File: config.mk
export PLATFORM = sky130hd
export DESIGN_NAME = round_robin_task_scheduler_top_flat
export DESIGN_NICKNAME = d
export VERILOG_FILES = /design/src/design/rrts_pkg.sv /design/src/design/rrts_if.sv /design/src/design/round_robin_task_scheduler_top.sv /design/src/design/rrts_ram.sv /design/src/design/rrts_tick_alu.sv /design/src/flat_wrapper.sv
export VERILOG_INCLUDE_DIRS = /design/src /design/src/design
export SDC_FILE = /design/constraint.sdc
export NUM_CORES = 1
export LEC_CHECK = 0
export ABC_AREA = 1
export BUFFER_PORTS_ARGS = -buffer_cell sky130_fd_sc_hd__buf_4
export CAP_MARGIN = 20
export CORE_UTILIZATION = 31
export DETAILED_ROUTE_END_ITERATION = 10
export PLACE_DENSITY_LB_ADDON = 0.12
export SETUP_SLACK_MARGIN = 0.05
export SLEW_MARGIN = 40
export SYNTH_ARGS = -nofsm -noshare
export SYNTH_HDL_FRONTEND = slang
export SYNTH_SLANG_ARGS = --single-unit
File: constraint.sdc
create_clock -name clk -period 6.9 [get_ports clk]
set_clock_uncertainty 0.15 [all_clocks]
set_input_delay 1.035 -clock clk [delete_from_list [all_inputs] [get_ports clk]]
set_output_delay 1.035 -clock clk [all_outputs]
set_load 0.02 [all_outputs]
File: src/design/assert_macros.svh
// ----------------------------------------------------------------------------
// assert_macros.svh
// Clocked assertion shorthands used by the scheduler RTL.
// ----------------------------------------------------------------------------
`ifndef ASSERT_MACROS_SVH
`define ASSERT_MACROS_SVH

// Property must hold at every clock edge outside reset.
`define RRTS_ASSERT(lbl, prop, msg) \
    lbl: assert property (@(posedge clk) disable iff (!rst_n) prop) else $error(msg);

// Condition must never be seen at a clock edge outside reset.
`define RRTS_NEVER(lbl, cond, msg) \
    lbl: assert property (@(posedge clk) disable iff (!rst_n) !(cond)) else $error(msg);

`endif

File: src/design/rrts_pkg.sv
// ----------------------------------------------------------------------------
// rrts_pkg
// Types and codes of the round-robin task scheduler.
// ----------------------------------------------------------------------------
package rrts_pkg;

    localparam int TASK_ID_W = 4;
    localparam int SLEEP_MS_W = 31;
    localparam int TICK_MS_W = 10;
    localparam int NUM_IDS = 1 << TASK_ID_W;

    typedef logic [1:0]            cmd_t;
    typedef logic [TASK_ID_W-1:0]  task_id_t;
    typedef logic [SLEEP_MS_W-1:0] sleep_ms_t;
    typedef logic [TICK_MS_W-1:0]  tick_ms_t;

    localparam cmd_t CMD_TICK  = 2'd0;
    localparam cmd_t CMD_SPAWN = 2'd1;
    localparam cmd_t CMD_YIELD = 2'd2;
    localparam cmd_t CMD_SLEEP = 2'd3;

    localparam tick_ms_t MS_PER_TICK_RESET = 10'd10;

    // Verdict of the timer unit for one sleeper
    typedef struct packed {
        logic      wake;
        sleep_ms_t left;
    } tick_res_t;

endpackage

File: src/design/rrts_if.sv
// ----------------------------------------------------------------------------
// rrts_if
// Valid/ready channels of the scheduler: commands, results, configuration.
// ----------------------------------------------------------------------------
interface rrts_cmd_if;
    import rrts_pkg::*;
    logic      valid;
    logic      ready;
    cmd_t      cmd;
    task_id_t  task_id;
    sleep_ms_t sleep_ms;
    modport source (output valid, cmd, task_id, sleep_ms, input ready);
    modport sink (input valid, cmd, task_id, sleep_ms, output ready);
endinterface

interface rrts_res_if;
    import rrts_pkg::*;
    logic     valid;
    logic     ready;
    task_id_t running_task;
    logic     idle;
    modport source (output valid, running_task, idle, input ready);
    modport sink (input valid, running_task, idle, output ready);
endinterface

interface rrts_cfg_if;
    import rrts_pkg::*;
    logic     valid;
    logic     ready;
    tick_ms_t ms_per_tick;
    modport source (output valid, ms_per_tick, input ready);
    modport sink (input valid, ms_per_tick, output ready);
endinterface

File: src/design/round_robin_task_scheduler_top.sv
// ----------------------------------------------------------------------------
// round_robin_task_scheduler_top
// Round-robin task scheduler with a ready queue, a sleep list and sleep timers.
// ----------------------------------------------------------------------------
// Usage:
//   sched_cmd carries one command item: tick, spawn (task_id), yield or sleep
//   (sleep_ms). Every command gives exactly one result item on sched_res:
//   the running task after the command and the idle flag.
//   cfg writes ms_per_tick and is always ready; the user must write it between items (unchecked).
// Steps: spawn and sleep while idle go straight to done; yield and tick
//   rotate the ready queue, then done; sleep first scans the ready queue
//   (if its task is on it) and tick first walks the sleep list (if any).
//   The result turns valid in the same cycle that the scheduler is ready again.
//   The ready queue and sleep list sit in RAMs with one read and one write
//   port; sleep walks the ready queue and tick walks the sleep list, one
//   entry a cycle, tick through the timer unit.
// Reset: both lists empty, idle task running, ms_per_tick = 10.
//   No clearing pass; the lists are tracked by counts and presence bits.
// Stall: a result waits in the output register while the next command runs;
//   the scheduler holds in its done state only when its next result is due
//   before the waiting one is taken, and takes no new command meanwhile.
// ----------------------------------------------------------------------------
`include "assert_macros.svh"

module round_robin_task_scheduler_top #(
    parameter int MAX_TASKS = 16
) (
    input logic        clk,
    input logic        rst_n,
    rrts_cmd_if.sink   sched_cmd,
    rrts_res_if.source sched_res,
    rrts_cfg_if.sink   cfg
);
    import rrts_pkg::*;

    localparam int AW = (MAX_TASKS > 1) ? $clog2(MAX_TASKS) : 1;
    localparam int CW = $clog2(MAX_TASKS + 1);
    localparam int SW = AW + 1;

    localparam logic [2:0] ST_IDLE    = 3'd0;
    localparam logic [2:0] ST_RS_READ = 3'd1;
    localparam logic [2:0] ST_RS_ROT  = 3'd2;
    localparam logic [2:0] ST_SL_SCAN = 3'd3;
    localparam logic [2:0] ST_TK_WALK = 3'd4;
    localparam logic [2:0] ST_DONE    = 3'd5;

    // Ready queue is circular from rd_head; sleep list is packed from 0.
    function automatic logic [AW-1:0] wrap_add(logic [AW-1:0] base, logic [CW-1:0] off);
        logic [SW-1:0] s;
        s = SW'(base) + SW'(off);
        if (s >= SW'(MAX_TASKS))
        begin
            s = s - SW'(MAX_TASKS);
        end
        return s[AW-1:0];
    endfunction

    logic [2:0]         state_reg, state_next;
    logic [AW-1:0]      rd_head_reg, rd_head_next;
    logic [CW-1:0]      rd_count_reg, rd_count_next;
    logic [CW-1:0]      sl_count_reg, sl_count_next;
    logic [NUM_IDS-1:0] rdy_flags_reg, rdy_flags_next;
    logic [NUM_IDS-1:0] slp_flags_reg, slp_flags_next;
    task_id_t           run_id_reg, run_id_next;
    logic               run_idle_reg, run_idle_next;
    tick_ms_t           mpt_reg, mpt_next;
    logic [AW-1:0]      idx_reg, idx_next;
    logic [CW-1:0]      kept_reg, kept_next;
    logic               found_reg, found_next;
    logic               res_valid_reg, res_valid_next;
    task_id_t           res_task_reg;
    logic               res_idle_reg;
    logic               res_load;

    sleep_ms_t          rem_reg [NUM_IDS];
    logic               rem_we;
    task_id_t           rem_waddr;
    sleep_ms_t          rem_wdata;

    logic               rq_we;
    logic [AW-1:0]      rq_waddr, rq_raddr;
    task_id_t           rq_wdata, rq_rdata;
    logic               sq_we;
    logic [AW-1:0]      sq_waddr, sq_raddr;
    task_id_t           sq_wdata, sq_rdata;

    logic [AW-1:0]      rq_tail;
    logic               rq_room;
    logic               sq_room;
    logic               cmd_acc;
    logic               id_ok;
    logic               hit;
    tick_res_t          alu_res;

    rrts_ram #(.WIDTH(TASK_ID_W), .DEPTH(MAX_TASKS)) u_ready_ram (
        .clk   (clk),
        .we    (rq_we),
        .waddr (rq_waddr),
        .wdata (rq_wdata),
        .raddr (rq_raddr),
        .rdata (rq_rdata)
    );

    rrts_ram #(.WIDTH(TASK_ID_W), .DEPTH(MAX_TASKS)) u_sleep_ram (
        .clk   (clk),
        .we    (sq_we),
        .waddr (sq_waddr),
        .wdata (sq_wdata),
        .raddr (sq_raddr),
        .rdata (sq_rdata)
    );

    // Timer unit sees the sleeper whose id the sleep RAM returns
    rrts_tick_alu u_alu (
        .remaining (rem_reg[sq_rdata]),
        .step      (mpt_reg),
        .res       (alu_res)
    );

    assign rq_tail = wrap_add(rd_head_reg, rd_count_reg);
    assign rq_room = (rd_count_reg != CW'(MAX_TASKS));
    assign sq_room = (sl_count_reg != CW'(MAX_TASKS));
    assign cmd_acc = sched_cmd.valid && (state_reg == ST_IDLE);
    assign id_ok   = (32'(sched_cmd.task_id) < MAX_TASKS);
    assign hit     = (rq_rdata == run_id_reg);

    assign sched_cmd.ready     = (state_reg == ST_IDLE);
    assign sched_res.valid     = res_valid_reg;
    assign sched_res.running_task = res_task_reg;
    assign sched_res.idle      = res_idle_reg;
    assign cfg.ready           = 1'b1;

    always_comb
    begin
        state_next     = state_reg;
        rd_head_next   = rd_head_reg;
        rd_count_next  = rd_count_reg;
        sl_count_next  = sl_count_reg;
        rdy_flags_next = rdy_flags_reg;
        slp_flags_next = slp_flags_reg;
        run_id_next    = run_id_reg;
        run_idle_next  = run_idle_reg;
        idx_next       = idx_reg;
        kept_next      = kept_reg;
        found_next     = found_reg;
        mpt_next       = cfg.valid ? cfg.ms_per_tick : mpt_reg;
        res_load       = 1'b0;

        rq_we     = 1'b0;
        rq_waddr  = rq_tail;
        rq_wdata  = sched_cmd.task_id;
        rq_raddr  = rd_head_reg;
        sq_we     = 1'b0;
        sq_waddr  = sl_count_reg[AW-1:0];
        sq_wdata  = run_id_reg;
        sq_raddr  = '0;
        rem_we    = 1'b0;
        rem_waddr = run_id_reg;
        rem_wdata = sched_cmd.sleep_ms;

        unique case (state_reg)
            ST_IDLE:
            begin
                if (cmd_acc)
                begin
                    unique case (sched_cmd.cmd)
                        CMD_TICK:
                        begin
                            // sleep RAM already reads entry 0, ready RAM the head
                            if (sl_count_reg == '0)
                            begin
                                state_next = ST_RS_ROT;
                            end
                            else
                            begin
                                idx_next   = '0;
                                kept_next  = '0;
                                state_next = ST_TK_WALK;
                            end
                        end
                        CMD_SPAWN:
                        begin
                            if (id_ok && !rdy_flags_reg[sched_cmd.task_id]
                                && !slp_flags_reg[sched_cmd.task_id] && rq_room)
                            begin
                                rq_we = 1'b1;
                                rd_count_next = rd_count_reg + CW'(1);
                                rdy_flags_next[sched_cmd.task_id] = 1'b1;
                            end
                            state_next = ST_DONE;
                        end
                        CMD_YIELD:
                        begin
                            state_next = ST_RS_ROT;
                        end
                        CMD_SLEEP:
                        begin
                            if (run_idle_reg)
                            begin
                                state_next = ST_DONE;
                            end
                            else
                            begin
                                rem_we = 1'b1;
                                if (!slp_flags_reg[run_id_reg] && sq_room)
                                begin
                                    sq_we = 1'b1;
                                    sl_count_next = sl_count_reg + CW'(1);
                                    slp_flags_next[run_id_reg] = 1'b1;
                                end
                                rdy_flags_next[run_id_reg] = 1'b0;
                                idx_next   = '0;
                                found_next = 1'b0;
                                state_next = rdy_flags_reg[run_id_reg] ? ST_SL_SCAN
                                                                       : ST_RS_READ;
                            end
                        end
                    endcase
                end
            end
            ST_SL_SCAN:
            begin
                // rq_rdata is queue entry idx; entries after the match move up one
                rq_raddr = wrap_add(rd_head_reg, CW'(idx_reg) + CW'(1));
                if (found_reg)
                begin
                    rq_we    = 1'b1;
                    rq_waddr = wrap_add(rd_head_reg, CW'(idx_reg - 1'b1));
                    rq_wdata = rq_rdata;
                end
                else if (hit)
                begin
                    found_next = 1'b1;
                end
                if (CW'(idx_reg) + CW'(1) == rd_count_reg)
                begin
                    if (found_reg || hit)
                    begin
                        rd_count_next = rd_count_reg - CW'(1);
                    end
                    state_next = ST_RS_READ;
                end
                else
                begin
                    idx_next = idx_reg + 1'b1;
                end
            end
            ST_TK_WALK:
            begin
                // sq_rdata is sleeper idx; survivors are packed down to kept
                sq_raddr = idx_reg + 1'b1;
                if (alu_res.wake)
                begin
                    if (rq_room)
                    begin
                        rq_we    = 1'b1;
                        rq_wdata = sq_rdata;
                        rd_count_next = rd_count_reg + CW'(1);
                        rdy_flags_next[sq_rdata] = 1'b1;
                    end
                    slp_flags_next[sq_rdata] = 1'b0;
                end
                else
                begin
                    rem_we    = 1'b1;
                    rem_waddr = sq_rdata;
                    rem_wdata = alu_res.left;
                    sq_we     = 1'b1;
                    sq_waddr  = kept_reg[AW-1:0];
                    sq_wdata  = sq_rdata;
                    kept_next = kept_reg + CW'(1);
                end
                if (CW'(idx_reg) + CW'(1) == sl_count_reg)
                begin
                    sl_count_next = kept_next;
                    state_next    = ST_RS_READ;
                end
                else
                begin
                    idx_next = idx_reg + 1'b1;
                end
            end
            ST_RS_READ:
            begin
                state_next = ST_RS_ROT;
            end
            ST_RS_ROT:
            begin
                // rq_rdata is the queue head: run it and rotate it to the tail
                if (rd_count_reg == '0)
                begin
                    run_idle_next = 1'b1;
                    run_id_next   = '0;
                end
                else
                begin
                    rq_we         = 1'b1;
                    rq_wdata      = rq_rdata;
                    rd_head_next  = wrap_add(rd_head_reg, CW'(1));
                    run_id_next   = rq_rdata;
                    run_idle_next = 1'b0;
                end
                state_next = ST_DONE;
            end
            ST_DONE:
            begin
                if (!res_valid_reg || sched_res.ready)
                begin
                    res_load   = 1'b1;
                    state_next = ST_IDLE;
                end
            end
            default:
            begin
                state_next = ST_IDLE;
            end
        endcase

        res_valid_next = res_load || (res_valid_reg && !sched_res.ready);
    end

    always_ff @(posedge clk or negedge rst_n)
    begin
        if (!rst_n)
        begin
            state_reg     <= ST_IDLE;
            rd_head_reg   <= '0;
            rd_count_reg  <= '0;
            sl_count_reg  <= '0;
            rdy_flags_reg <= '0;
            slp_flags_reg <= '0;
            run_id_reg    <= '0;
            run_idle_reg  <= 1'b1;
            mpt_reg       <= MS_PER_TICK_RESET;
            idx_reg       <= '0;
            kept_reg      <= '0;
            found_reg     <= 1'b0;
            res_valid_reg <= 1'b0;
        end
        else
        begin
            state_reg     <= state_next;
            rd_head_reg   <= rd_head_next;
            rd_count_reg  <= rd_count_next;
            sl_count_reg  <= sl_count_next;
            rdy_flags_reg <= rdy_flags_next;
            slp_flags_reg <= slp_flags_next;
            run_id_reg    <= run_id_next;
            run_idle_reg  <= run_idle_next;
            mpt_reg       <= mpt_next;
            idx_reg       <= idx_next;
            kept_reg      <= kept_next;
            found_reg     <= found_next;
            res_valid_reg <= res_valid_next;
        end
    end

    // Payload: timers and result fields
    always_ff @(posedge clk)
    begin
        if (rem_we)
        begin
            rem_reg[rem_waddr] <= rem_wdata;
        end
        if (res_load)
        begin
            res_task_reg <= run_id_reg;
            res_idle_reg <= run_idle_reg;
        end
    end

    `RRTS_NEVER(a_lists_disjoint, (rdy_flags_reg & slp_flags_reg) != '0, "task on both lists")
    `RRTS_ASSERT(a_ready_count, (state_reg == ST_IDLE) |->
        ($countones(rdy_flags_reg) == int'(rd_count_reg)), "ready count mismatch")
    `RRTS_ASSERT(a_sleep_count, (state_reg == ST_IDLE) |->
        ($countones(slp_flags_reg) == int'(sl_count_reg)), "sleep count mismatch")
    `RRTS_ASSERT(a_total, (state_reg == ST_IDLE) |->
        ((SW + 1)'(rd_count_reg) + (SW + 1)'(sl_count_reg) <= (SW + 1)'(MAX_TASKS)),
        "lists overflow")
    `RRTS_ASSERT(a_idle_id, run_idle_reg |-> (run_id_reg == '0), "idle with nonzero task id")

endmodule

File: src/design/rrts_ram.sv
// ----------------------------------------------------------------------------
// rrts_ram
// Generic single-write, single-read RAM with registered read data.
// ----------------------------------------------------------------------------
module rrts_ram #(
    parameter int WIDTH = 4,
    parameter int DEPTH = 16
) (
    input  logic                                   clk,
    input  logic                                   we,
    input  logic [((DEPTH > 1) ? $clog2(DEPTH) : 1)-1:0] waddr,
    input  logic [WIDTH-1:0]                       wdata,
    input  logic [((DEPTH > 1) ? $clog2(DEPTH) : 1)-1:0] raddr,
    output logic [WIDTH-1:0]                       rdata
);

    logic [WIDTH-1:0] mem_reg [DEPTH];
    logic [WIDTH-1:0] rdata_reg;

    always_ff @(posedge clk)
    begin
        if (we)
        begin
            mem_reg[waddr] <= wdata;
        end
        rdata_reg <= mem_reg[raddr];
    end

    assign rdata = rdata_reg;

endmodule

File: src/design/rrts_tick_alu.sv
// ----------------------------------------------------------------------------
// rrts_tick_alu
// Timer unit: one subtract decides whether a sleeper wakes on this tick.
// ----------------------------------------------------------------------------
module rrts_tick_alu (
    input  rrts_pkg::sleep_ms_t remaining,
    input  rrts_pkg::tick_ms_t  step,
    output rrts_pkg::tick_res_t res
);
    import rrts_pkg::*;

    logic [SLEEP_MS_W:0] diff;

    // Borrow out or zero difference means remaining <= step
    assign diff = {1'b0, remaining} - {1'b0, SLEEP_MS_W'(step)};
    assign res.wake = diff[SLEEP_MS_W] || (diff[SLEEP_MS_W-1:0] == '0);
    assign res.left = diff[SLEEP_MS_W-1:0];

endmodule

File: src/flat_wrapper.sv
// flat-port wrapper written by rule: the top's interface ports become plain ports
module round_robin_task_scheduler_top_flat import rrts_pkg::*;
#(
    parameter int MAX_TASKS = 16
)
  (clk, rst_n, sched_cmd_valid, sched_cmd_cmd, sched_cmd_task_id, sched_cmd_sleep_ms, sched_cmd_ready, sched_res_valid, sched_res_running_task, sched_res_idle, sched_res_ready, cfg_valid, cfg_ms_per_tick, cfg_ready);
  rrts_cmd_if sched_cmd_i ();
  rrts_res_if sched_res_i ();
  rrts_cfg_if cfg_i ();
  input logic clk;
  input logic rst_n;
  input wire logic [$bits(sched_cmd_i.valid)-1:0] sched_cmd_valid;
  input wire logic [$bits(sched_cmd_i.cmd)-1:0] sched_cmd_cmd;
  input wire logic [$bits(sched_cmd_i.task_id)-1:0] sched_cmd_task_id;
  input wire logic [$bits(sched_cmd_i.sleep_ms)-1:0] sched_cmd_sleep_ms;
  output wire logic [$bits(sched_cmd_i.ready)-1:0] sched_cmd_ready;
  output wire logic [$bits(sched_res_i.valid)-1:0] sched_res_valid;
  output wire logic [$bits(sched_res_i.running_task)-1:0] sched_res_running_task;
  output wire logic [$bits(sched_res_i.idle)-1:0] sched_res_idle;
  input wire logic [$bits(sched_res_i.ready)-1:0] sched_res_ready;
  input wire logic [$bits(cfg_i.valid)-1:0] cfg_valid;
  input wire logic [$bits(cfg_i.ms_per_tick)-1:0] cfg_ms_per_tick;
  output wire logic [$bits(cfg_i.ready)-1:0] cfg_ready;
  assign sched_cmd_i.valid = sched_cmd_valid;
  assign sched_cmd_i.cmd = sched_cmd_cmd;
  assign sched_cmd_i.task_id = sched_cmd_task_id;
  assign sched_cmd_i.sleep_ms = sched_cmd_sleep_ms;
  assign sched_cmd_ready = sched_cmd_i.ready;
  assign sched_res_valid = sched_res_i.valid;
  assign sched_res_running_task = sched_res_i.running_task;
  assign sched_res_idle = sched_res_i.idle;
  assign sched_res_i.ready = sched_res_ready;
  assign cfg_i.valid = cfg_valid;
  assign cfg_i.ms_per_tick = cfg_ms_per_tick;
  assign cfg_ready = cfg_i.ready;
  round_robin_task_scheduler_top #(.MAX_TASKS(MAX_TASKS)) u_core (.clk(clk), .rst_n(rst_n), .sched_cmd(sched_cmd_i), .sched_res(sched_res_i), .cfg(cfg_i));
endmodule
==> impl_table.tex <==
\begin{tabular}{lr}
\hline
Metric & Value \\
\hline
\multicolumn{2}{l}{\textbf{Run status}} \\
\quad Result of the run & complete, but fails checks \\
\quad Failing checks & design-rule violations \\
\multicolumn{2}{l}{\textbf{Logic synthesis}} \\
\quad Most used standard cell by instance count after synthesis & nand2\_1 \\
\quad Post-Synthesis Mean Instance Area & 10.2 um2 \\
\quad Warnings, synthesis & 0 \\
\quad Post-synth top area share & 0.584 \\
\quad Number of flops mapped to enable cells by yosys & 629 \\
\quad Sequential fraction of the synthesis area & 0.647 \\
\quad Flip-flop cell with the highest count after synthesis & edfxtp\_1 \\
\quad Synth Cell Area & 0.0323 mm2 \\
\quad Ys async rst share & 0.105 \\
\quad Syn\_nets & 3245 \\
\quad Count of distinct cell types in the synthesized netlist & 55 \\
\quad Gate count after technology mapping & 3160 \\
\quad Cell types with the largest area share after synthesis & edfxtp\_1 (58\%), nand2\_1 (13\%), dfrtp\_1 (5.6\%) \\
\quad Leading post-synthesis cells by instance count & nand2\_1 (1142), edfxtp\_1 (629), nor2\_1 (225), inv\_1 (171), o21ai\_0 (167) \\
\quad Total of flip-flops plus latches after synthesis & 712 \\
\quad Post-synth top area cell & edfxtp\_1 \\
\multicolumn{2}{l}{\textbf{STA}} \\
\quad Worst slack on hold paths & 87.2 ps \\
\quad Setup repair after global routing missed its margin & no \\
\quad Worst slew slack as a fraction of its limit & 0.454 \\
\quad Worst-margin pin slew & 820 ps \\
\quad Hold Fails Final Rpt & 0 \\
\quad Final-layout setup total negative slack & 0 ps \\
\quad Final period utilization & 0.918 \\
\quad Post-layout min period & 6330 ps \\
\quad Total of endpoints with negative setup slack in the final report & 0 \\
\quad Count of final max-slew check failures & 0 \\
\quad Peak clock frequency supported by timing & 158 MHz \\
\multicolumn{2}{l}{\textbf{Worst setup path}} \\
\quad Register-to-register setup slack & 570 ps \\
\quad CP startpoint kind & flip-flop \\
\quad Worst setup path startpoint & u\_core.u\_sleep\_ram.rdata[1] \\
\quad Slowest cell on the critical path & or4\_1 \\
\quad Worst path buffer plus inverter count & 4 \\
\quad CP Data Arrival Time & 6480 ps \\
\quad CP Capture Point & u\_core.rem\_reg[8][6] \\
\quad Most Frequent Cell on Critical Path & nand2\_1 \\
\quad Startpoint of the worst register-to-register path & u\_core.u\_sleep\_ram.rdata[1] \\
\quad Highest fanout seen on the critical path & 27 \\
\quad Capture point of the worst reg-to-reg path & u\_core.rem\_reg[8][6] \\
\quad Critical setup path kind & reg2reg \\
\quad Stage delay of the slowest cell on the critical path & 540 ps \\
\quad Path depth of the worst reg2reg path & 27 \\
\quad Endpoint type of the worst setup path & flip-flop \\
\quad Worst path top cell family by delay & simple AND/OR/NAND/NOR gates \\
\quad Logic depth of the worst path, buffers included & 27 \\
\quad Required arrival time at the worst endpoint & 7050 ps \\
\multicolumn{2}{l}{\textbf{Global route}} \\
\quad Global-route wire length before repair & 153000 um \\
\quad Via count of the first global-routing pass & 23200 \\
\quad Maximum number of pins on one net before global-route repair & 120 \\
\quad Leftover overflow at the end of global routing & 0 \\
\quad Number of antenna violations at the first check in global routing & 1 \\
\quad Total global routing track utilization & 0.193 \\
\multicolumn{2}{l}{\textbf{Pwr}} \\
\quad Clock power frac & 0.272 \\
\quad Comb pwr share & 0.366 \\
\quad Power, Total & 15.9 mW \\
\quad Static leakage & 14.4 nW \\
\quad Power density over the cells & 424 mW/mm2 \\
\quad Net switching share of the total power & 0.397 \\
\quad Sequential power share & 0.362 \\
\quad Net switching power & 6.31 mW \\
\quad Worst VDD drop & 213 uV \\
\quad Cell-internal power & 9.56 mW \\
\multicolumn{2}{l}{\textbf{Finish}} \\
\quad Area growth from synthesis to layout & 15.9\% \\
\quad Non-filler instance count after layout & 4696 \\
\quad Fill cell instance count of the final layout & 10300 \\
\quad Flip-flop count of the largest register after layout & 496 \\
\quad Antenna diode count & 0 \\
\quad Share of cells above drive strength 1 & 0.109 \\
\quad Final core area utilization & 0.362 \\
\quad Total Nets Final & 3335 \\
\multicolumn{2}{l}{\textbf{Placed design}} \\
\quad I/O Buffers & 58 \\
\quad Final weighted congestion of routability-driven global placement & 0.864 \\
\quad Placed Cells incl. Taps & 4545 \\
\quad HPWL after detailed placement & 63800 um \\
\multicolumn{2}{l}{\textbf{Run}} \\
\quad Max-cap viol count & 0 \\
\multicolumn{2}{l}{\textbf{Clocking}} \\
\quad Largest buffer count on any clock path & 3 \\
\quad Clock network latency to the later pin of the worst-skew pair & 660 ps \\
\quad Reg clk slew, reported paths & 60 ps \\
\quad TritonCTS Buffers & 82 \\
\quad Root buffer selected by CTS & clkbuf\_16 \\
\quad Clock sinks & 712 \\
\quad CTS tree & built \\
\quad H-Tree Depth & 3 \\
\multicolumn{2}{l}{\textbf{Detailed routing}} \\
\quad DRC viols & 1 \\
\quad Routed vias/inst & 4.98 \\
\quad Iter 0 DRT Violations & 2402 \\
\quad TritonRoute pass-1 iters & 9 \\
\quad Routed len/inst & 21.9 um \\
\quad Count of vias placed by the detailed router & 23400 \\
\quad Count of antenna-violating nets left after detailed routing & 0 \\
\quad Overall routed net length & 103000 um \\
\multicolumn{2}{l}{\textbf{Die}} \\
\quad Initial Utilization & 0.312 \\
\quad Std cell rows & 118 \\
\quad Number of top-level pins & 60 \\
\quad Core region area & 0.103 mm2 \\
\quad Floorplan die height & 325 um \\
\quad Die area & 0.106 mm2 \\
\quad Width of the die & 325 um \\
\multicolumn{2}{l}{\textbf{Min path}} \\
\quad Worst hold-check path type & in2async \\
\hline
\end{tabular}
logic make-up (layout without fill, tap and decap cells):
kind of cell,after synthesis,after routing,synth area share
AOI/OAI and AO/OA,489,489,0.0908
DFF,712,712,0.647
buffers and inverters,316,471,0.0411
xor gates and xnor gates,33,33,0.00894
adders and majority gates,33,33,0.0139
muxes,1,1,0.000348
other,1,1,0.000116
and+or+nand+nor,1575,1576,0.198
layer usage:
| layer | share of wire | track usage | vias up |
|---|---|---|---|
| li1 | - | - | 11100 |
| met1 | 0.45 | 0.263 | 11600 |
| met2 | 0.48 | 0.324 | 604 |
| met3 | 0.046 | 0.0251 | 113 |
| met4 | 0.018 | 0.0495 | 0 |
| met5 | 0 | 0 | - |
worst register-to-register path, stage by stage, from the launching register on:
cell and delay [ps]:
dfxtp_2 390, nand2_1 140, inv_2 210, buf_12 240, a22oi_1 240, a21oi_1 90
or4_1 540, ha_1 370, a21oi_1 170, o21ai_0 90, nand2_1 80, nand2_1 60
nor2_2 280, inv_1 80, nor2_1 250, nand2_1 140, nor2_1 170, nand3_1 90
nand2_1 150, nand3_1 120, nor2_2 160, nand3_4 260, nand3_4 350, nand2_1 100
nand2_1 110, nand3_1 350, nor2_4 200, buf_4 400
how the worst min path moves through the flow:
stage / endpoint / slack [ps] / cells past startpoint
floorplan: u_core.sched_res.running_task[0] / 270 / 0
detailed placement: u_core.rdy_flags_reg[14] / 360 / 2
finish: u_core.rd_count_reg[2] / 90 / 1
global route: u_core.rd_count_reg[2] / 80 / 1
CTS: u_core.rd_count_reg[2] / 50 / 1
global placement: u_core.rdy_flags_reg[15] / 350 / 2
layout by cell type, fill, tap and decap left out, types with 10 or more instances in the layout:
cell type	netlist	layout
nand4_1	48	48
nor2_2	15	16
nor2_1	225	201
a22oi_1	96	96
clkinv_1	3	20
ha_1	28	28
xnor2_1	17	17
clkbuf_16	0	83
nand3_1	91	91
inv_2	9	10
buf_4	3	126
inv_1	171	169
o21ai_2	6	11
dfrtp_1	72	72
clkinv_2	0	16
xor2_1	16	15
or2_2	11	11
edfxtp_1	629	629
o211ai_1	14	14
a21oi_1	114	114
nor2_4	3	26
o21ai_0	167	162
buf_12	0	10
o221ai_1	19	19
nor3_1	10	10
o22ai_1	19	19
o21ai_1	20	20
nand2_1	1142	1142
area by class of cell:
cell class	instances	area [um2]	area share
clock buffers	95	2150	0.0574
clock inverters	55	498	0.0133
well taps	1380	1730	0.0461
inverters	183	689	0.0184
flip-flops and latches	712	20900	0.559
repair buffers	138	1170	0.0312
multi-input cells	2133	10300	0.275
what timing repair did:
action,in CTS,in global routing
setup buffers,0,0
hold endpoints to repair,0,0
hold buffers,0,0
gates resized for setup,0,3
setup endpoints to repair,0,610
power groups by stage:
stage	Combinational [mW]	Clock, mW	Sequential, mW
floorplan	3.82	0	5.71
finish	5.82	4.31	5.74
global route	6.50	4.58	5.78
detailed placement	5.82	0	5.82
CTS	5.84	4.42	5.74
global placement	5.80	0	5.82
stage by stage:
step,setup WS [ps],cell area [um2]
after detailed placement,356,34800
after global routing,72.0,37500
final,567,37500
after global placement,-157,34700
after floorplan,133,32300
after CTS,277,37400
(Power assumes the default switching activity.)
